--- config.mk ---
export PLATFORM = sky130hd
export DESIGN_NAME = sevlog_out
export DESIGN_NICKNAME = d
export VERILOG_FILES = /design/src/rtl/sevlog_pkg.sv /design/src/rtl/sevlog_out.sv
export SDC_FILE = /design/constraint.sdc
export NUM_CORES = 1
export LEC_CHECK = 0
export BUFFER_PORTS_ARGS = -buffer_cell sky130_fd_sc_hd__buf_2
export CORE_AREA = 2 2 231 233
export CTS_CLUSTER_SIZE = 16
export DETAILED_ROUTE_END_ITERATION = 8
export DIE_AREA = 0 0 233 235
export PLACE_DENSITY_LB_ADDON = 0.3
export SETUP_SLACK_MARGIN = 0.1
export SLEW_MARGIN = 20
export SYNTH_ARGS = -nofsm -noshare
export SYNTH_HDL_FRONTEND = slang
export SYNTH_SLANG_ARGS = --single-unit
--- constraint.sdc ---
create_clock -name clk_i -period 8.7 [get_ports clk_i]
set_clock_uncertainty 0.2 [all_clocks]
set_input_delay 0.87 -clock clk_i [delete_from_list [all_inputs] [get_ports clk_i]]
set_output_delay 0.87 -clock clk_i [all_outputs]
set_load 0.03 [all_outputs]
--- src/rtl/sevlog_pkg.sv ---
// Shared types and constants of the sequenced event ring log.
`default_nettype none

package sevlog_pkg;

  // Field widths of one request and one result.
  localparam int unsigned ClassW = 32;
  localparam int unsigned WordW  = 64;
  localparam int unsigned DataW  = ClassW + 4 * WordW;

  // Request kinds carried in the input tuser bit.
  typedef enum logic {
    OpRecord = 1'b0,
    OpQuery  = 1'b1
  } op_e;

  // One stored event record.
  typedef struct packed {
    logic [ClassW-1:0] class_code;
    logic [WordW-1:0]  actor_key;
    logic [WordW-1:0]  event_time;
    logic [WordW-1:0]  sequence_num;
    logic [WordW-1:0]  generation;
  } record_t;

  // Outcome of a query decided at acceptance.
  typedef struct packed {
    logic valid_res;
    logic gap;
  } qry_flags_t;

  // A query issued toward the result stage.
  typedef struct packed {
    logic       issue;
    qry_flags_t flags;
  } qry_issue_t;

endpackage

`default_nettype wire

--- src/rtl/sevlog_out.sv ---
// Query stage behind the memory read and the registered result output.
`default_nettype none

module sevlog_out (
  input  wire logic                         clk_i,
  input  wire logic                         rst_ni,
  input  wire sevlog_pkg::qry_issue_t       issue_i,
  input  wire sevlog_pkg::record_t          rd_data_i,
  output logic                              in_ready_o,
  output logic                              m_axis_tvalid,
  input  wire logic                         m_axis_tready,
  output logic [sevlog_pkg::DataW-1:0]      m_axis_tdata,
  output logic [1:0]                        m_axis_tuser
);

  logic                          s1_valid_q, s1_valid_d;
  sevlog_pkg::qry_flags_t        s1_flags_q;
  logic                          s1_adv;
  logic                          out_valid_q, out_valid_d;
  logic [sevlog_pkg::DataW-1:0]  out_data_q, out_data_d;
  logic [1:0]                    out_user_q, out_user_d;

  // The query stage moves on when the output register is free or being taken.
  assign s1_adv     = !out_valid_q || m_axis_tready;
  assign in_ready_o = !s1_valid_q || s1_adv;

  always_comb begin
    s1_valid_d = s1_valid_q;
    if (issue_i.issue) begin
      s1_valid_d = 1'b1;
    end else if (s1_adv) begin
      s1_valid_d = 1'b0;
    end
  end

  // Result formatting; fields are zero when no record is returned.
  always_comb begin
    out_valid_d = out_valid_q;
    out_data_d  = out_data_q;
    out_user_d  = out_user_q;
    if (s1_adv) begin
      out_valid_d = s1_valid_q;
      out_user_d  = {s1_flags_q.gap, s1_flags_q.valid_res};
      if (s1_flags_q.valid_res) begin
        out_data_d = {rd_data_i.class_code, rd_data_i.actor_key, rd_data_i.event_time,
                      rd_data_i.sequence_num, rd_data_i.generation};
      end else begin
        out_data_d = '0;
      end
    end
  end

  always_ff @(posedge clk_i or negedge rst_ni) begin
    if (!rst_ni) begin
      s1_valid_q  <= 1'b0;
      out_valid_q <= 1'b0;
    end else begin
      s1_valid_q  <= s1_valid_d;
      out_valid_q <= out_valid_d;
    end
  end

  // Payload registers.
  always_ff @(posedge clk_i) begin
    if (issue_i.issue) begin
      s1_flags_q <= issue_i.flags;
    end
    out_data_q <= out_data_d;
    out_user_q <= out_user_d;
  end

  assign m_axis_tvalid = out_valid_q;
  assign m_axis_tdata  = out_data_q;
  assign m_axis_tuser  = out_user_q;

endmodule

`default_nettype wire

Yosys cells after proc, flatten, opt, wreduce, memory -nomap -nowiden

Index checks and enable logic that the tools add are counted.

Bits of input ports: 294
Output and inout port bits: 292
Word-level logic and storage cells: 13
Bits in registers: 294

Reduce and logical (&&, ||, !) cells: 5
Muxes and demuxes: 2

Operator list:

| cell              | number |
|---|---|
| $logic_not 1->1   | 2 |
| $logic_or 1x1->1  | 2 |
| $mux 1            | 2 |
| $reduce_bool 2->1 | 1 |

Depth between registers and ports, before layout

Depth after elaboration: 4
Mapped depth: 3
Mapped depth without buffers: 3

Least setup slack after synthesis

Ideal clock, no wire load.

Kind: input to register
From: input port m_axis_tready
To: register out_data_q (netlist bit m_axis_tdata[0]) (enable)
Required time: 7,858 ps
Library setup time: 642 ps
Stages: 2
Data arrival time: 6,547 ps
Path buffers: 0
Slack: 1,311 ps
Cell sequence: nor2b_1 inv_1

Longest elaborated chain between the ends: 1

Ends and longest elaborated chain:

| element              | RTL line         | RTL |
|---|---|---|
| start, declared      | sevlog_out.sv:11 | `input wire logic m_axis_tready,` |
| $logic_or 1x1->1     | sevlog_out.sv:24 | `assign s1_adv = !out_valid_q \|\| m_axis_tready;` |
| via s1_adv           | sevlog_out.sv:18 | `logic s1_adv;` |
| end signal, assigned | sevlog_out.sv:68 | `out_data_q <= out_data_d;` |
| end, declared        | sevlog_out.sv:20 | `logic [sevlog_pkg::DataW-1:0] out_data_q, out_data_d;` |

The timed path passes the listed nets, and every way through them passes these cells.
A chain may end at the register's enable or synchronous reset.

Worst setup path after layout

From: input port m_axis_tready
To: output port in_ready_o

Longest elaborated chain between the ends: 2

Ends and longest elaborated chain:

| element          | RTL line         | RTL |
|---|---|---|
| $logic_or 1x1->1 | sevlog_out.sv:24 |  |
| $logic_or 1x1->1 | sevlog_out.sv:25 | `assign in_ready_o = !s1_valid_q \|\| s1_adv;` |
| end, declared    | sevlog_out.sv:9  | `output logic in_ready_o,` |

No other way between the ends.

==> metrics.txt <==
critical path endpoint category=output pin; initial DRC count=257; critical path's largest stage delay=430 ps; status=finished, final reports clean; post-CTS sizing=0; Syn Nets=about 910; Initial Util=0.207; Port Buf Inserts=585; Layout area overhead=43.9%; CP cell instances=buf_2 -> nor2b_1 -> nand2_1 -> buf_2; fin crit share=0.334; IO Pins=586; hold path cells=0; post-CTS setup buffer count=0; RePlAce Congestion=0.798; PwrDens=238 nW/um2; Core Footprint=roughly 52,000 um2; DRT Pass-1 Iters=4; RSZ-0062 raised after global routing=false; first-pass GRT wire length=45.1 mm; pin count of the biggest net entering global routing=290; fin crit period=around 2900 ps; Slew HR=0.326; Max Slew Vio Count=0; Final nets=approximately 1,500; Comb power frac=0.158; Worst Hold End=m_axis_tuser[1]$_DFFE_PP_; die area=approximately 55,000 um2; Leakage=6.83 nW; worst r2r src=m_axis_tvalid$_DFFE_PN0P_; Vert. Die Dim=235 um; GR Util All Layers=0.110; H-tree Lvls=2; Worst Hold Class=flip-flop to flip-flop; VDD IR max=0.124 mV; initial antenna violation count=14; root buffer cell=clkbuf_16; Num Clock Sinks=294; # rows=84; aggregate routed wire length=31.6 mm; Hold Vio Cnt, Final=0; share of layout cells above drive strength 1=0.512; worst setup path class=input port to output pin; distinct cell type count of the synthesized netlist=11; Die X=233 um; FF-to-FF setup slack=~5900 ps; Num CTS Buffers=36; worst path required time=roughly 7600 ps; TritonCTS clock tree=done; Post-DRT Antenna Nets=0; setup TNS=0 ps; routed via count=between 7,000 and 8,000; WL/cell=~16 um; CP startpoint kind=input port; Max stage delay cell, worst path=nor2b_1; Synth Register Bits=about 300; CP dominant cell by count=buf_2; critical path peak fanout=3; clk_lat worst skew=around 530 ps; worst hold slack=247 ps; Cell Int Power=0.00269 W; fill cell count=5,397; sw frac=0.274; vias per inst=3.70; clk slew on worst S/H paths=60 ps; Post-Synthesis Cells=618; DRC errors left=0; Achievable Freq=between 0.3 and 0.4 GHz; Max-Cap Viols=0; Max Root-Sink Buffers=3; GR Overflow Total=0; Placed Area=14,500 um2; Detail Placement HPWL=22.9 mm; sw power=0.00101 W; Clk network pwr share=0.368; Arr. time, crit path=1830 ps; sequential share of power=0.473; sequential share of the synthesized area=0.816; Synth warnings=0; worst-margin pin slew=1010 ps; reg-to-reg endpoint=m_axis_tdata[233]$_SDFFCE_PN0P_; Final setup viols=0; worst hold start=s1_flags_q[0]$_DFFE_PP_; Final Util=0.297; FF-to-FF path depth=3; vias in the first global route=7,537; Avg Inst Size Synth=about 17 um2; Finished Cell Area=15,500 um2; Netlist Area Pre-Place=10,800 um2
power groups by stage:
stage / sequential [W] / combinational [W] / clock (W)
2_1_floorplan: 0.00206 / 0.000104 / 0
3_3_place_gp: 0.00178 / 0.000592 / 0
3_5_place_dp: 0.00178 / 0.000596 / 0
4_1_cts: 0.00175 / 0.000597 / 0.00142
5_1_grt: 0.00176 / 0.000623 / 0.00147
6_report: 0.00175 / 0.000585 / 0.00136
cell families after synthesis:
kind of cell | Yosys count | share of synthesized area
AO/OA/AOI/OAI | 1 | 0.000695
buffers and inverters | 32 | 0.0145
flip-flops | 294 | 0.816
AND/OR/NAND/NOR | 291 | 0.168
per-layer routing:
| metal | track usage | routed length, um | vias to the layer above |
|---|---|---|---|
| met1 | 0.117 | 11500 | 3327 |
| met5 | 0 | 101 | - |
| met3 | 0.0496 | 3510 | 55 |
| met2 | 0.191 | 15800 | 368 |
| met4 | 0.0367 | 666 | 18 |
| li1 | - | - | 3347 |
synthesized netlist by cell type:
| master | n | share of area |
|---|---|---|
| edfxtp_1 | 292 | 0.81 |
| and2_1 | 288 | 0.17 |
| clkbuf_2 | 23 | 0.011 |
| buf_2 | 6 | 0.0028 |
| clkbuf_1 | 2 | 0.00070 |
| dfrtp_1 | 2 | 0.0046 |
| a21o_1 | 1 | 0.00070 |
| inv_1 | 1 | 0.00035 |
| nand2_1 | 1 | 0.00035 |
| nand2b_1 | 1 | 0.00058 |
| nor2b_1 | 1 | 0.00058 |
what timing repair did:
item | 4_1_cts | 5_1_grt
endpoints found under the hold margin | 2 | 0
hold buffers | 1 | 0
endpoints found under the setup margin | 0 | 0
state kept, by name (all words and copies together) (netlist names):
signal and cells:
m_axis_tuser 2, m_axis_tvalid 1, s1_flags_q 2, m_axis_tdata 288, s1_valid_q 1
how the worst max path moves through the flow:
stage                                   start                               to  cells after the start
finish                          m_axis_tready                       in_ready_o                      4
global route                    m_axis_tready  m_axis_tdata[223]$_SDFFCE_PN0P_                      4
CTS                 m_axis_tvalid$_DFFE_PN0P_  m_axis_tdata[199]$_SDFFCE_PN0P_                      3
detailed placement              m_axis_tready  m_axis_tdata[176]$_SDFFCE_PN0P_                      4
global placement                m_axis_tready  m_axis_tdata[179]$_SDFFCE_PN0P_                      4
floorplan                       m_axis_tready    m_axis_tdata[0]$_SDFFCE_PN0P_                      2
through the flow:
stage	std cells	power (W)	setup slack, ps
final	1923	0.00370	5800
after global routing	1923	0.00386	5600
after CTS	1921	0.00377	5720
after detailed placement	1863	0.00238	5210
after global placement	1863	0.00237	5280
after floorplan	618	0.00217	1310
cell usage in the layout (no fill, tap or decap):
cell,n
nand2_1,1
clkinv_4,1
a21o_1,1
nand2b_1,1
buf_12,1
and2_1,288
clkbuf_1,6
nor2b_1,1
dfrtp_1,2
dlygate4sd3_1,1
clkinv_1,9
clkinv_8,1
clkbuf_16,37
buf_2,585
edfxtp_1,292
bufinv_16,1
buf_4,2
diode_2,2
clkinv_2,2
inv_6,1
worst max-delay path: cells and delay by family:
kind	cells	cell delay [ps]
AND/OR/NAND/NOR	2	640
buffers and inverters	2	330
final cells by class:
cell class              count  area (um2)  share of cell area
flip-flops and latches    294        8820               0.568
repair buffers            589        2970               0.191
multi-input cells         292        1830               0.117
clock buffers              43         948              0.0610
well taps                 688         861              0.0554
clock inverters            14        91.3             0.00588
inverters                   1        16.3             0.00105
diodes                      2        5.00            0.000322
Power figures use the tool's default switching activity.
