File: src/rtl/sevlog_pkg.sv
// Shared types and constants of the sequenced event ring log.
`default_nettype none

package sevlog_pkg;

  // Field widths of one request and one result.
  localparam int unsigned ClassW = 32;
  localparam int unsigned WordW  = 64;
  localparam int unsigned DataW  = ClassW + 4 * WordW;

  // Request kinds carried in the input tuser bit.
  typedef enum logic {
    OpRecord = 1'b0,
    OpQuery  = 1'b1
  } op_e;

  // One stored event record.
  typedef struct packed {
    logic [ClassW-1:0] class_code;
    logic [WordW-1:0]  actor_key;
    logic [WordW-1:0]  event_time;
    logic [WordW-1:0]  sequence_num;
    logic [WordW-1:0]  generation;
  } record_t;

  // Outcome of a query decided at acceptance.
  typedef struct packed {
    logic valid_res;
    logic gap;
  } qry_flags_t;

  // A query issued toward the result stage.
  typedef struct packed {
    logic       issue;
    qry_flags_t flags;
  } qry_issue_t;

endpackage

`default_nettype wire

File: src/rtl/sevlog_ctrl.sv
// Ring state, generation register and query decode at request acceptance.
`default_nettype none

module sevlog_ctrl #(
  parameter int unsigned Capacity = 64,
  parameter int unsigned IdxW     = $clog2(Capacity),
  parameter int unsigned CntW     = $clog2(Capacity + 1)
) (
  input  wire logic                          clk_i,
  input  wire logic                          rst_ni,
  input  wire logic                          cfg_we_i,
  input  wire logic [sevlog_pkg::WordW-1:0]  cfg_data_i,
  input  wire logic                          req_i,
  input  wire sevlog_pkg::op_e               op_i,
  input  wire logic [sevlog_pkg::ClassW-1:0] class_code_i,
  input  wire logic [sevlog_pkg::WordW-1:0]  actor_key_i,
  input  wire logic [sevlog_pkg::WordW-1:0]  event_time_i,
  input  wire logic [sevlog_pkg::WordW-1:0]  query_generation_i,
  input  wire logic [sevlog_pkg::WordW-1:0]  query_sequence_i,
  output logic                               wr_en_o,
  output logic [IdxW-1:0]                    wr_addr_o,
  output sevlog_pkg::record_t                wr_data_o,
  output logic [IdxW-1:0]                    rd_addr_o,
  output sevlog_pkg::qry_issue_t             issue_o
);

  localparam logic [IdxW-1:0] LastIdx = IdxW'(Capacity - 1);
  localparam logic [CntW-1:0] FullCnt = CntW'(Capacity);
  localparam logic [CntW:0]   CapExt  = (CntW + 1)'(Capacity);

  logic [sevlog_pkg::WordW-1:0] gen_q, gen_d;
  logic [sevlog_pkg::WordW-1:0] next_seq_q, next_seq_d;
  logic [IdxW-1:0]              head_q, head_d;
  logic [CntW-1:0]              count_q, count_d;

  logic                         is_record, is_query;
  logic [sevlog_pkg::WordW-1:0] oldest, newest, target, seq_off;
  logic [CntW:0]                head_ext, count_ext, tail_ext, sum_ext;
  logic [IdxW-1:0]              tail;
  logic                         pair_zero, gen_match;
  sevlog_pkg::qry_flags_t       flags;

  assign is_record = req_i && (op_i == sevlog_pkg::OpRecord);
  assign is_query  = req_i && (op_i == sevlog_pkg::OpQuery);

  // Stored sequences are consecutive, so the oldest follows from the counter.
  assign oldest  = next_seq_q - sevlog_pkg::WordW'(count_q);
  assign newest  = next_seq_q - 64'd1;
  assign target  = query_sequence_i + 64'd1;
  assign seq_off = target - oldest;

  // Tail slot of the ring, and the slot of the requested record.
  assign head_ext  = (CntW + 1)'(head_q);
  assign count_ext = (CntW + 1)'(count_q);
  always_comb begin
    if (head_ext >= count_ext) begin
      tail_ext = head_ext - count_ext;
    end else begin
      tail_ext = head_ext + CapExt - count_ext;
    end
    tail = tail_ext[IdxW-1:0];
    sum_ext = (CntW + 1)'(tail) + (CntW + 1)'(seq_off[CntW-1:0]);
    if (sum_ext >= CapExt) begin
      sum_ext = sum_ext - CapExt;
    end
  end

  assign pair_zero = (query_generation_i == '0) && (query_sequence_i == '0);
  assign gen_match = (query_generation_i == gen_q) && !pair_zero;

  // Query decision: which slot to read and how to flag the result.
  always_comb begin
    flags     = '0;
    rd_addr_o = tail;
    if (count_q != '0) begin
      if (gen_match) begin
        if (target > newest) begin
          flags = '0;
        end else if (target < oldest) begin
          flags.valid_res = 1'b1;
          flags.gap       = 1'b1;
        end else begin
          flags.valid_res = 1'b1;
          rd_addr_o       = sum_ext[IdxW-1:0];
        end
      end else begin
        flags.valid_res = 1'b1;
        flags.gap       = !pair_zero;
      end
    end
  end

  assign issue_o.issue = is_query;
  assign issue_o.flags = flags;

  // Record write at the head.
  assign wr_en_o                = is_record;
  assign wr_addr_o              = head_q;
  assign wr_data_o.generation   = gen_q;
  assign wr_data_o.sequence_num = next_seq_q;
  assign wr_data_o.event_time   = event_time_i;
  assign wr_data_o.actor_key    = actor_key_i;
  assign wr_data_o.class_code   = class_code_i;

  // Next ring state.
  always_comb begin
    gen_d      = cfg_we_i ? cfg_data_i : gen_q;
    next_seq_d = next_seq_q;
    head_d     = head_q;
    count_d    = count_q;
    if (is_record) begin
      next_seq_d = next_seq_q + 64'd1;
      head_d     = (head_q == LastIdx) ? '0 : head_q + IdxW'(1);
      if (count_q != FullCnt) begin
        count_d = count_q + CntW'(1);
      end
    end
  end

  always_ff @(posedge clk_i or negedge rst_ni) begin
    if (!rst_ni) begin
      gen_q      <= 64'd1;
      next_seq_q <= 64'd1;
      head_q     <= '0;
      count_q    <= '0;
    end else begin
      gen_q      <= gen_d;
      next_seq_q <= next_seq_d;
      head_q     <= head_d;
      count_q    <= count_d;
    end
  end

endmodule

`default_nettype wire

File: config.mk
export PLATFORM = sky130hd
export DESIGN_NAME = sevlog_ctrl
export DESIGN_NICKNAME = d
export VERILOG_FILES = /design/src/rtl/sevlog_pkg.sv /design/src/rtl/sevlog_ctrl.sv
export SDC_FILE = /design/constraint.sdc
export NUM_CORES = 1
export LEC_CHECK = 0
export BUFFER_PORTS_ARGS = -buffer_cell sky130_fd_sc_hd__buf_2
export CORE_AREA = 2 2 261 263
export CTS_BUF_LIST = sky130_fd_sc_hd__clkbuf_8 sky130_fd_sc_hd__clkbuf_16
export DETAILED_ROUTE_END_ITERATION = 12
export DIE_AREA = 0 0 263 265
export GPL_TIMING_DRIVEN = 0
export PLACE_DENSITY = 0.44
export SYNTH_ARGS = -nofsm -noshare
export SYNTH_HDL_FRONTEND = slang
export SYNTH_SLANG_ARGS = --single-unit
File: constraint.sdc
create_clock -name clk_i -period 6.5 [get_ports clk_i]
set_input_delay 0.65 -clock clk_i [delete_from_list [all_inputs] [get_ports clk_i]]
set_output_delay 0.65 -clock clk_i [all_outputs]
set_load 0.01 [all_outputs]
* Yosys cells after proc, flatten, opt, wreduce, memory -nomap -nowiden
Cells that the tools add are included.
** Word-level totals
- Bits in registers :: 141
- Input port bits :: 357
- Output and inout port bits :: 304
** Operators by class
- Add/sub/neg operators :: 12
- Order comparisons :: 4
- Eq/ne operators :: 3
- Multiplexer cells :: 11
- Bitwise operators :: 1
- Reduce and logical (&&, ||, !) cells :: 9
** Operator list (count)
- adder 64 x 1 -> 64 bit (second input constant) :: 2
- logical NOT 64 bit :: 2
- equality test 64 bit :: 1
- > comparator 64 bit :: 1
- < comparator 64 bit :: 1
- subtractor 64 x 1 -> 64 bit (second input constant) :: 1
- subtractor 64 x 7 -> 64 bit :: 1
- two-way mux 6 bit :: 7
- adder 6 x 1 -> 6 bit (second input constant) :: 2
- subtractor 6 bit :: 2
- adder 6 x 7 -> 8 bit :: 1
- >= comparator 8 x 7 -> 1 bit (second input constant) :: 1
- adder 7 x 1 -> 7 bit (second input constant) :: 1
- >= comparator 6 x 7 -> 1 bit :: 1
- inequality test 7 bit (second input constant) :: 1
- nonzero test 7 bit :: 1
- subtractor 7 bit :: 1
- equality test 6 bit (second input constant) :: 1
- two-way mux 2 bit :: 3
- subtractor 6 x 1 -> 6 bit (second input constant) :: 1
- logical AND 1 bit :: 4
- AND reduction 2 bit :: 1
- logical NOT 1 bit :: 1
- two-way mux 1 bit :: 1
- NOT 1 bit :: 1

* Longest topological paths before layout
Gate-level depths: netlist of run 1.
- Depth in word-level cells :: 10
- Depth in mapped cells :: 22
- Mapped depth without buffers :: 21

* Least setup slack after synthesis of run 1
OpenSTA, ideal clock, no wires.
- Path type :: register to output
- From :: register next_seq_q[0] in the netlist's numbering
- To :: output rd_addr_o[0]
- Arrival time :: 4.906 ns
- Required time :: 5.850 ns
- Setup slack :: 0.944 ns
- Stages on the path, launching flop included :: 22
- Path buffers :: 1
- Cell sequence :: dfstp_2 -> inv_1 -> ha_1 -> inv_1 -> fa_1 -> a21o_1 -> a21oi_1 -> o21bai_1 -> a21o_1 -> a211o_1 -> or4_1 -> clkbuf_1 -> and2b_1 -> xnor2_1 -> ha_1 -> nand3_1 -> nor3_1 -> and3_1 -> nand3_1 -> o21a_1 -> nor3_1 -> mux2_2
** On the way
- Elaborated cells on any way between the ends :: 13
- Those cells by class :: add/sub (5); order compare (3); mux (5)
** RTL lines
- start: declaration :: RTL line sevlog_ctrl.sv:32 : logic [sevlog_pkg::WordW-1:0] next_seq_q, next_seq_d;
- start signal: assignment :: RTL line sevlog_ctrl.sv:128 : next_seq_q <= next_seq_d;
- subtractor 64 x 1 -> 64 bit :: RTL line sevlog_ctrl.sv:48 : assign newest = next_seq_q - 64'd1;
- via newest, one bit :: RTL line sevlog_ctrl.sv:37 : logic [sevlog_pkg::WordW-1:0] oldest, newest, target, seq_off;
- > comparator 64 bit :: RTL line sevlog_ctrl.sv:77 : if (target > newest) begin
- two-way mux 6 bit :: RTL line sevlog_ctrl.sv:77
- two-way mux 6 bit :: RTL line sevlog_ctrl.sv:76 : if (gen_match) begin
- two-way mux 6 bit :: RTL line sevlog_ctrl.sv:75 : if (count_q != '0) begin
- end: declaration :: RTL line sevlog_ctrl.sv:23 : output logic [IdxW-1:0] rd_addr_o,
The timed path passes the listed nets, and every way through them passes these cells.

* Worst setup path after layout of run 1
- From :: input query_sequence_i[2] in the netlist's numbering
- To :: output rd_addr_o[0]
** On the way
- Longest elaborated chain between the ends :: 9
- Elaborated cells on any way between the ends :: 15
- Those cells by class :: add/sub (3); order compare (3); mux (5); reduce/logical (4)
** Ends and longest elaborated chain
- start: declaration :: RTL line sevlog_ctrl.sv:19 : input wire logic [sevlog_pkg::WordW-1:0] query_sequence_i,
- adder 64 x 1 -> 64 bit :: RTL line sevlog_ctrl.sv:49 : assign target = query_sequence_i + 64'd1;
- subtractor 7 bit :: RTL line sevlog_ctrl.sv:50 : assign seq_off = target - oldest;
- adder 6 x 7 -> 8 bit :: RTL line sevlog_ctrl.sv:62 : sum_ext = (CntW + 1)'(tail) + (CntW + 1)'(seq_off[CntW-1:0]);
- >= comparator 8 x 7 -> 1 bit :: RTL line sevlog_ctrl.sv:63 : if (sum_ext >= CapExt) begin
- two-way mux 6 bit :: RTL line sevlog_ctrl.sv:63
- two-way mux 6 bit :: RTL line sevlog_ctrl.sv:79 : end else if (target < oldest) begin
- two-way mux 6 bit :: RTL line sevlog_ctrl.sv:77
- two-way mux 6 bit (*) :: RTL line sevlog_ctrl.sv:76
- two-way mux 6 bit (*) :: RTL line sevlog_ctrl.sv:75
Mark *: on every way between the ends. The rest lies on a longest branch, timed or not.

==> flow_summary.yaml, run 1 <==
setup_path:
  crit_start: "query_sequence_i[2]"
  arrival_ns: 5.63
  cp_max_fo: 6
  r2r-end: "next_seq_q[63]"
  critical_path.endpoint: "rd_addr_o[0]"
  r2r_cells: 9
  end_kind: "output pin"
  slowest_stage: "or3_1"
  crit_required_ns: 5.85
  cp-start-kind: "input port"
  rrSetupSlack_ns: 2.85
  crit_type: "input port to output pin"
  cp_common_cell: "buf_2"
  r2r_start: "next_seq_q[10]"
  cp_slowest_stage_delay_ns: 0.40
  crit_chain: "buf_2 > and3_1 > and4_1 > nor2b_2 > and3_2 > nand2_2 > or3_1 > clkbuf_1 > or2_2 > xnor2_1 > ha_1 > nand4_1 > nor4bb_4 > and2_4 > nand3_2 > o2111a_1 > a21oi_4 > nor3_4 > mux2_4 > buf_2"
grt:
  grt_max_degree: 76
  grt_use_met3_pct: 3.855
  grt_use_met2_pct: 32.31
  grt-busiest-layer: "met2"
  use_met1_pct: 22.13
  grt-ovfl-total: 0
  antenna_found_initial: 13
  groute.usage.overall_pct: 18.39
  grt_first_pass_wirelength_um: 95560
  grt_pass1_vias: 15030
cells_and_area:
  fin_util_pct: 29.65
  area_delta_synth_final_pct: 31.78
  multi_input_area_um2: 10220
  ff_latch_area_um2: 3533
  final_net_count: 2801
  drive_gt1_share_pct: 38.16
  n_fill_cell: 7318
logic_synthesis:
  synth_top_area_share_pct: 23.14
  synthDistinctLibCells: 58
  syn_nets: 2267
  ys_warn_count: 0
  syn_inst: 1754
  syn_area_per_cell_um2: 8.570
  ys_seq_area_share_pct: 23.49
  ys_dominant_reg_cell: "dfrtp_1"
  ys_async_sr_fraction_pct: 100.0
  ys_top_cells_by_count: "174 x xnor2_1, 161 x buf_4, 160 x xor2_1"
  synth_seq_cells: 141
  synthTopCellsByArea: "dfrtp_1 23%, ha_1 13%, xnor2_1 10%"
  synth_area_leader_cell: "dfrtp_1"
  syn_area_um2: 15030
  synth.most_common_cell: "xnor2_1"
  synth_edf_count: 0
routing:
  wl_per_cell_um: 20.61
  vias: 14621
  drtIter0Drc: 617
  route.detailed.drc: 0
  drt-vias-per-instance: 4.602
  ant_nets: 0
  dr.pass1.iters: 5
  routed_wl_um: 65480
placement:
  port_buffers: 499
  hpwlAfterDp_um: 56620
  post-place-ws_ns: -1.161
  gp_congestion: 0.8823
floorplanning:
  die_area_um2: 69700
  die_w_um: 263
  rows: 95
  start_util_pct: 22.50
  die_y_um: 265
  ios: 661
  core-area_um2: 66800
timing:
  fmaxAchievable_ghz: 0.1593
  setup_viol_count_final: 0
  fin_setup_tns_ns: 0
  final_max_slew_viol_count: 0
  worst_slack_ns: 0.2208
  slew_headroom_pct: 14.76
  hold_ws_ns: 0.1370
  period_share_pct: 96.60
  hold_violations: 0
  period_needed_ns: 6.279
  finClkSkew_ns: 0.01837
  max_slew.worst_pin.slew_ns: 1.267
clock_tree:
  clkTransAtPathRegs_ns: 0.07
  clock_path_buffers: 2
  htree_levels: 4
  cts_tree: "built"
  root_buffer: "clkbuf_16"
  cts_buffers: 17
  cts_sinks: 141
  clock_latency_ns: 0.50
power:
  power.density_nw_per_um2: 244.1
  ir_worst_vdd_mv: 0.3812
  power.leakage_uw: 0.009337
hold_path:
  min_path_type: "input port to asynchronous set/reset pin"
flow_run:
  cap_violations: 0
run_status:
  outcome: "finished clean"
## state kept, by name, indices dropped and copies added, names as in the netlist
name,flops
next_seq_q,64
count_q,7
gen_q,64
wr_addr_o,6
## routing by layer
metal	wire, um	share of wire (%)	up-vias
met5	91	0.14	-
met4	2047	3.1	16
met1	27720	42	6991
met2	32200	49	487
met3	3426	5.2	85
li1	-	-	7042
## through the flow
step / cells / cell area (um^2) / power (uW)
2_1_floorplan: 1754 / 15030 / 2909
3_3_place_gp: 3126 / 18620 / 3663
3_5_place_dp: 3128 / 18670 / 3716
4_1_cts: 3166 / 19540 / 4820
5_1_grt: 3177 / 19810 / 5251
6_report: 3177 / 19810 / 4835
## cell families (layout without fill, tap and decap cells)
logic type / count (synthesis) / count (layout) / synth area share [%]
AOI/OAI and AO/OA: 134 / 134 / 5.452
and+or+nand+nor: 637 / 637 / 22.03
DFF: 141 / 141 / 23.49
buffers and inverters: 282 / 829 / 11.15
other: 0 / 3 / 0
adders and majority gates: 156 / 156 / 13.18
muxes: 70 / 70 / 5.236
xor gates and xnor gates: 334 / 334 / 19.46
## worst min-delay path by stage
stage,from,end,slack (ns)
floorplan,rst_ni,count_q[0],0.35
global placement,count_q[4],count_q[4],0.52
detailed placement,count_q[4],count_q[4],0.52
CTS,rst_ni,wr_addr_o[0],0.15
global route,rst_ni,wr_addr_o[0],0.18
finish,rst_ni,wr_addr_o[0],0.14
## where the power goes
group	internal, uW	switching [uW]
Clock	554	477
Combinational	1250	1450
Sequential	972	129
Total	2780	2060
## critical path: cells and delay by family
family | cells | cell delay [ns]
adders and majority gates | 1 | 0.21
and+or+nand+nor | 12 | 3.09
buffers and inverters | 3 | 0.50
muxes | 1 | 0.32
AOI/OAI and AO/OA | 2 | 0.57
xor gates and xnor gates | 1 | 0.29
## repair_timing
item	in CTS	in global routing
setup endpoints to repair	8	8
hold buffers	0	0
gates resized for setup	49	42
pin swaps	13	23
setup buffers	11	15
## cell type report
cell class	instances	share of cell area (%)
multi-input cells	1331	51.59
flip-flops and latches	141	17.84
repair buffers	527	13.82
plain buffers	226	7.428
well taps	873	5.514
clock buffers	19	2.287
inverters	44	0.8464
clock inverters	13	0.6379
diodes	3	0.03790
## layout by cell type, fill, tap and decap left out, types with 8 or more instances in the layout
cell type  Yosys  routed
nor3_1        39      26
dfrtp_1      139     137
o21ai_0       25      21
buf_4        161     188
nand3_1       86      79
a21oi_1       56      52
and3_1        23      20
nor2_1       121     114
xnor2_1      174     173
a211oi_1       8       8
nor4_1        67      64
ha_1         152     152
nor2b_1       12       8
nand4_1       59      59
nand2_1      146     145
inv_1         44      44
clkbuf_16      0      17
inv_6          0       8
mux2_2        69      68
or4_1         10       8
and4_1        21      21
or3_1         14      13
clkbuf_1      63      50
buf_2         10     507
a21o_1        13      12
xor2_1       160     157
Note: power is estimated with default switching activity, not from simulation.
==> run 2: changes to the inputs <==
==> constraint.sdc (replaced) <==
create_clock -name clk_i -period 6.5 [get_ports clk_i]
set_input_delay 0.65 -clock clk_i [delete_from_list [all_inputs] [get_ports clk_i]]
set_output_delay 0.65 -clock clk_i [all_outputs]
set_load 0.005 [all_outputs]
==> flow_summary.yaml, run 2 (synthesis results as in run 1) <==
setup_path:
  cp_top_family: "simple AND/OR/NAND/NOR gates"
  end_kind: "output pin"
  slowest_stage: "or4_4"
  rrSetupSlack_ns: 2.87
  crit_required_ns: 5.85
  r2r_cells: 9
  r2r_start: "next_seq_q[10]"
  cp_max_fo: 6
  crit_type: "register to output pin"
  r2r-end: "next_seq_q[63]"
  crit_chain: "clkbuf_4 > or3_4 > or4_4 > nor3_4 > nand3_2 > or4_4 > nor4_4 > nand3_2 > xnor2_2 > ha_1 > nand4_1 > nor4bb_4 > and2_4 > nand3_2 > o2111a_1 > a21oi_4 > nor3_4 > mux2_4 > buf_2"
  arrival_ns: 5.61
  cp_slowest_stage_delay_ns: 0.47
  cp-start-kind: "register"
  cp_common_cell: "nand3_2"
  path_buf_inv: 2
timing:
  finClkSkew_ns: 0.01846
  slew_headroom_pct: 12.90
  period_share_pct: 96.25
  hold_ws_ns: 0.1446
  max_slew.worst_pin.slew_ns: 1.295
  fmaxAchievable_ghz: 0.1598
  final_max_slew_viol_count: 0
  setup_viol_count_final: 0
  period_needed_ns: 6.256
  hold_violations: 0
routing:
  vias: 14602
  drtIter0Drc: 621
  route.detailed.drc: 0
  dr.pass1.iters: 5
  ant_nets: 0
  routed_wl_um: 65310
  wl_per_cell_um: 20.57
  drt-vias-per-instance: 4.599
cells_and_area:
  area_delta_synth_final_pct: 31.37
  final_common_cell: "buf_2"
  fin_util_pct: 29.56
  ff_latch_area_um2: 3533
  most-common-layout-cells: "507 x buf_2, 184 x buf_4, 173 x xnor2_1, 157 x xor2_1, 152 x ha_1"
  n_fill_cell: 7316
  largest_registers: "gen_q (64), next_seq_q (64), count_q (7)"
  drive_gt1_share_pct: 37.86
  multi_input_area_um2: 10180
  final_cell_count_no_fill: 3175
  final_net_count: 2798
floorplanning:
  die_y_um: 265
  rows: 95
  ios: 661
  start_util_pct: 22.50
  die_w_um: 263
  die_area_um2: 69700
  core-area_um2: 66800
grt:
  grt_max_degree: 76
  grt-ovfl-total: 0
  antenna_found_initial: 13
  grt_pass1_vias: 15016
  groute.usage.overall_pct: 18.37
  grt_first_pass_wirelength_um: 95450
clock_tree:
  clock_latency_ns: 0.50
  root_buffer: "clkbuf_16"
  clock_path_buffers: 2
  cts_tree: "built"
  cts_sinks: 141
  cts_buffers: 17
  htree_levels: 4
  clkTransAtPathRegs_ns: 0.07
placement:
  place_inst: 3128
  hpwlAfterDp_um: 56620
  gp_congestion: 0.8823
  port_buffers: 499
hold_path:
  min_path_type: "input port to asynchronous set/reset pin"
power:
  power.leakage_uw: 0.009324
  ir_worst_vdd_mv: 0.3718
  power.density_nw_per_um2: 241.0
run_status:
  outcome: "finished clean"
flow_run:
  cap_violations: 0
run 2: where the power goes:
group / switching (uW) / leakage, uW / total (uW) / internal (uW)
combinational: 1380 / 0.00727 / 2630 / 1250
sequential: 128 / 0.00177 / 1100 / 972
clock: 479 / 0.000280 / 1030 / 554
run 2: how the worst max path moves through the flow:
stage | end | cells after the start | slack [ns] | start
2_1_floorplan | rd_addr_o[0] | 21 | 0.98 | next_seq_q[0]
3_3_place_gp | rd_addr_o[0] | 19 | -1.16 | next_seq_q[2]
3_5_place_dp | rd_addr_o[0] | 20 | -1.15 | next_seq_q[7]
4_1_cts | rd_addr_o[0] | 20 | 0.003 | next_seq_q[7]
5_1_grt | rd_addr_o[1] | 22 | -0.01 | next_seq_q[0]
6_report | rd_addr_o[0] | 19 | 0.24 | next_seq_q[39]
run 2: cell type report:
type                            instances  share of cell area [%]
Multi-Input combinational cell       1331                   51.54
Sequential cell                       141                   17.89
Timing Repair Buffer                  524                   13.75
Buffer                                226                   7.451
Tap cell                              873                   5.531
Clock buffer                           19                   2.294
Inverter                               44                  0.8490
Clock inverter                         13                  0.6399
Antenna cell                            4                 0.05069
run 2: what timing repair did:
action                     CTS  global route
resized for setup           48            35
buffers inserted            10            13
setup endpoints to repair    8             8
hold buffers                 0             0
pin swaps                   13            19
run 2: routing by layer:
layer | part of all wire [%] | GRT usage, %
met5 | 0.14 | 0
met4 | 3.0 | 6.502
met3 | 5.6 | 3.855
met2 | 49 | 32.25
met1 | 42 | 22.12
run 2: stage by stage:
step	setup WS [ns]	power, uW	setup TNS [ns]	instance area, um^2
floorplan	0.9806	2835	0	15030
global placement	-1.165	3588	-7.904	18620
detailed placement	-1.149	3641	-7.812	18670
CTS	0.003057	4741	0	19530
global route	-0.01383	5163	-0.01991	19750
finish	0.2440	4759	0	19750
==> run 3: changes to the inputs <==
CORE_AREA = 2 2 258 260   (was 2 2 261 263)
DIE_AREA = 0 0 260 262   (was 0 0 263 265)
PLACE_DENSITY = 0.45   (was 0.44)
clock period = 8.12 ns   (was 6.5 ns; I/O delays follow)
==> flow_summary.yaml, run 3 (synthesis results as in run 1) <==
setup_path:
  crit_chain: "inv_1 > ha_1 > inv_1 > fa_1 > a21o_1 > a21oi_1 > o21bai_1 > a21o_1 > a211o_1 > clkbuf_1 > nor3_1 > nand2_1 > xor2_1 > ha_1 > nand2_1 > nor3_1 > and3_1 > nand3_1 > o21a_1 > nor3_2 > mux2_2 > buf_2"
  cp_max_fo: 10
  cp-start-kind: "register"
  crit_type: "register to output pin"
  r2r_cells: 9
  slowest_stage: "nor3_1"
  end_kind: "output pin"
  cp_slowest_stage_delay_ns: 0.81
  path_buf_inv: 4
  arrival_ns: 6.97
  cp_top_family: "simple AND/OR/NAND/NOR gates"
  crit_required_ns: 7.31
  path_depth: 22
grt:
  grt-ovfl-total: 0
  groute.usage.overall_pct: 18.86
  grt_pass1_vias: 14622
  grt_max_degree: 83
  grt_first_pass_wirelength_um: 94310
  antenna_found_initial: 14
routing:
  vias: 14617
  drt-vias-per-instance: 4.631
  drtIter0Drc: 584
  dr.pass1.iters: 6
  routed_wl_um: 65650
  wl_per_cell_um: 20.80
  route.detailed.drc: 0
  ant_nets: 0
placement:
  gp_congestion: 0.8959
  port_buffers: 499
  hpwlAfterDp_um: 57460
  placed_cell_area_um2: 18660
  post-place-ws_ns: 0.3437
timing:
  worst_slack_ns: 0.3394
  setup_viol_count_final: 0
  fmaxAchievable_ghz: 0.1285
  hold_violations: 0
  final_max_slew_viol_count: 0
  fin_setup_tns_ns: 0
  max_slew.worst_pin.slew_ns: 1.064
  period_needed_ns: 7.781
  rsz0062_at_grt: "no"
  hold_ws_ns: 0.2575
  finClkSkew_ns: 0.02144
  period_share_pct: 95.82
  slew_headroom_pct: 28.45
clock_tree:
  clkTransAtPathRegs_ns: 0.07
  clock_latency_ns: 0.50
  htree_levels: 4
  cts_buffers: 17
  root_buffer: "clkbuf_16"
  cts_sinks: 141
  clock_path_buffers: 2
  cts_tree: "built"
cells_and_area:
  largest_registers: "gen_q (64), next_seq_q (64), count_q (7)"
  final_common_cell: "buf_2"
  most-common-layout-cells: "508 x buf_2, 174 x xnor2_1, 161 x buf_4, 160 x xor2_1, 152 x ha_1"
  area_delta_synth_final_pct: 28.13
  final_net_count: 2787
  drive_gt1_share_pct: 34.72
  final_area_um2: 19260
floorplanning:
  ios: 661
  die_y_um: 262
  die_area_um2: 68120
  rows: 94
  die_w_um: 260
  start_util_pct: 23.03
  core-area_um2: 65280
power:
  combPwrFrac_pct: 55.0
  cellInternalPower_uw: 2144
  swShare_pct: 42.12
  p_clk_share_pct: 21.3
  power.leakage_uw: 0.009112
  seqPwrFrac_pct: 23.7
  power.density_nw_per_um2: 192.3
  ir_worst_vdd_mv: 0.2112
  switching_power_uw: 1560
  p_total_uw: 3705
run_status:
  outcome: "finished clean"
hold_path:
  min_path_type: "input port to asynchronous set/reset pin"
flow_run:
  cap_violations: 0
run 3: cell count changes in the layout (fill, tap and decap cells not counted), sizes merged:
cell	before	now
clkinv	0	5
bufinv	1	0
diode	4	5
clkinvlp	3	1
clkbuf	71	81
buf	698	676
inv	53	52
run 3: area by class of cell:
type	count	area [um^2]
Tap cell	864	1081
Inverter	44	165.2
Timing Repair Buffer	501	2542
Clock inverter	14	123.9
Antenna cell	5	12.51
Clock buffer	18	439.2
Sequential cell	141	3531
Multi-Input combinational cell	1331	9856
Fill cell	7102	46010
Buffer	238	1510
run 3: metrics by stage:
stage | util (%) | cells
floorplan | - | 1754
global placement | 28.51 | 3117
detailed placement | 28.59 | 3119
CTS | 29.46 | 3151
global route | 29.50 | 3154
finish | 29.51 | 3156
run 3: power by group through the flow:
stage / clock network, uW / registers, uW / logic [uW]
after floorplan: 0 / 868 / 1400
after global placement: 0 / 892 / 1980
after detailed placement: 0 / 892 / 2030
after CTS: 829 / 880 / 2050
after global routing: 846 / 892 / 2320
final: 788 / 879 / 2040
run 3: final timing paths:
kind                           startpoint        endpoint  slack [ns]
min in group clk_i         cfg_data_i[13]       gen_q[13]        0.53
setup reg to reg           next_seq_q[10]  next_seq_q[63]        4.60
hold / removal                     rst_ni       gen_q[63]        0.26
max in group asynchronous          rst_ni        gen_q[0]        6.97
setup / recovery            next_seq_q[0]    rd_addr_o[0]        0.34
hold reg to reg                count_q[4]      count_q[4]        0.54
run 3: worst reg2reg max path, cell delays in order, from the launching register on:
cell and delay, ns:
dfrtp_1 0.46, buf_1 0.45, nand3_1 0.13, nor4_1 0.34, nand3_1 0.38, nor2_1 0.63
nand3b_1 0.28, or2_2 0.40, nor3_1 0.21, xor2_1 0.17
run 3: per-layer routing:
layer,up-vias,global-route usage [%],wire length (um)
met3,83,3.771,3423
met2,505,33.10,33010
met1,7011,22.69,27230
met5,-,0,62
met4,10,7.040,1926
li1,7008,-,-
run 3: timing repair:
action                     CTS  global route
setup endpoints to repair    5             5
setup buffers                0             0
hold buffers                 0             0
resized for setup            1             3
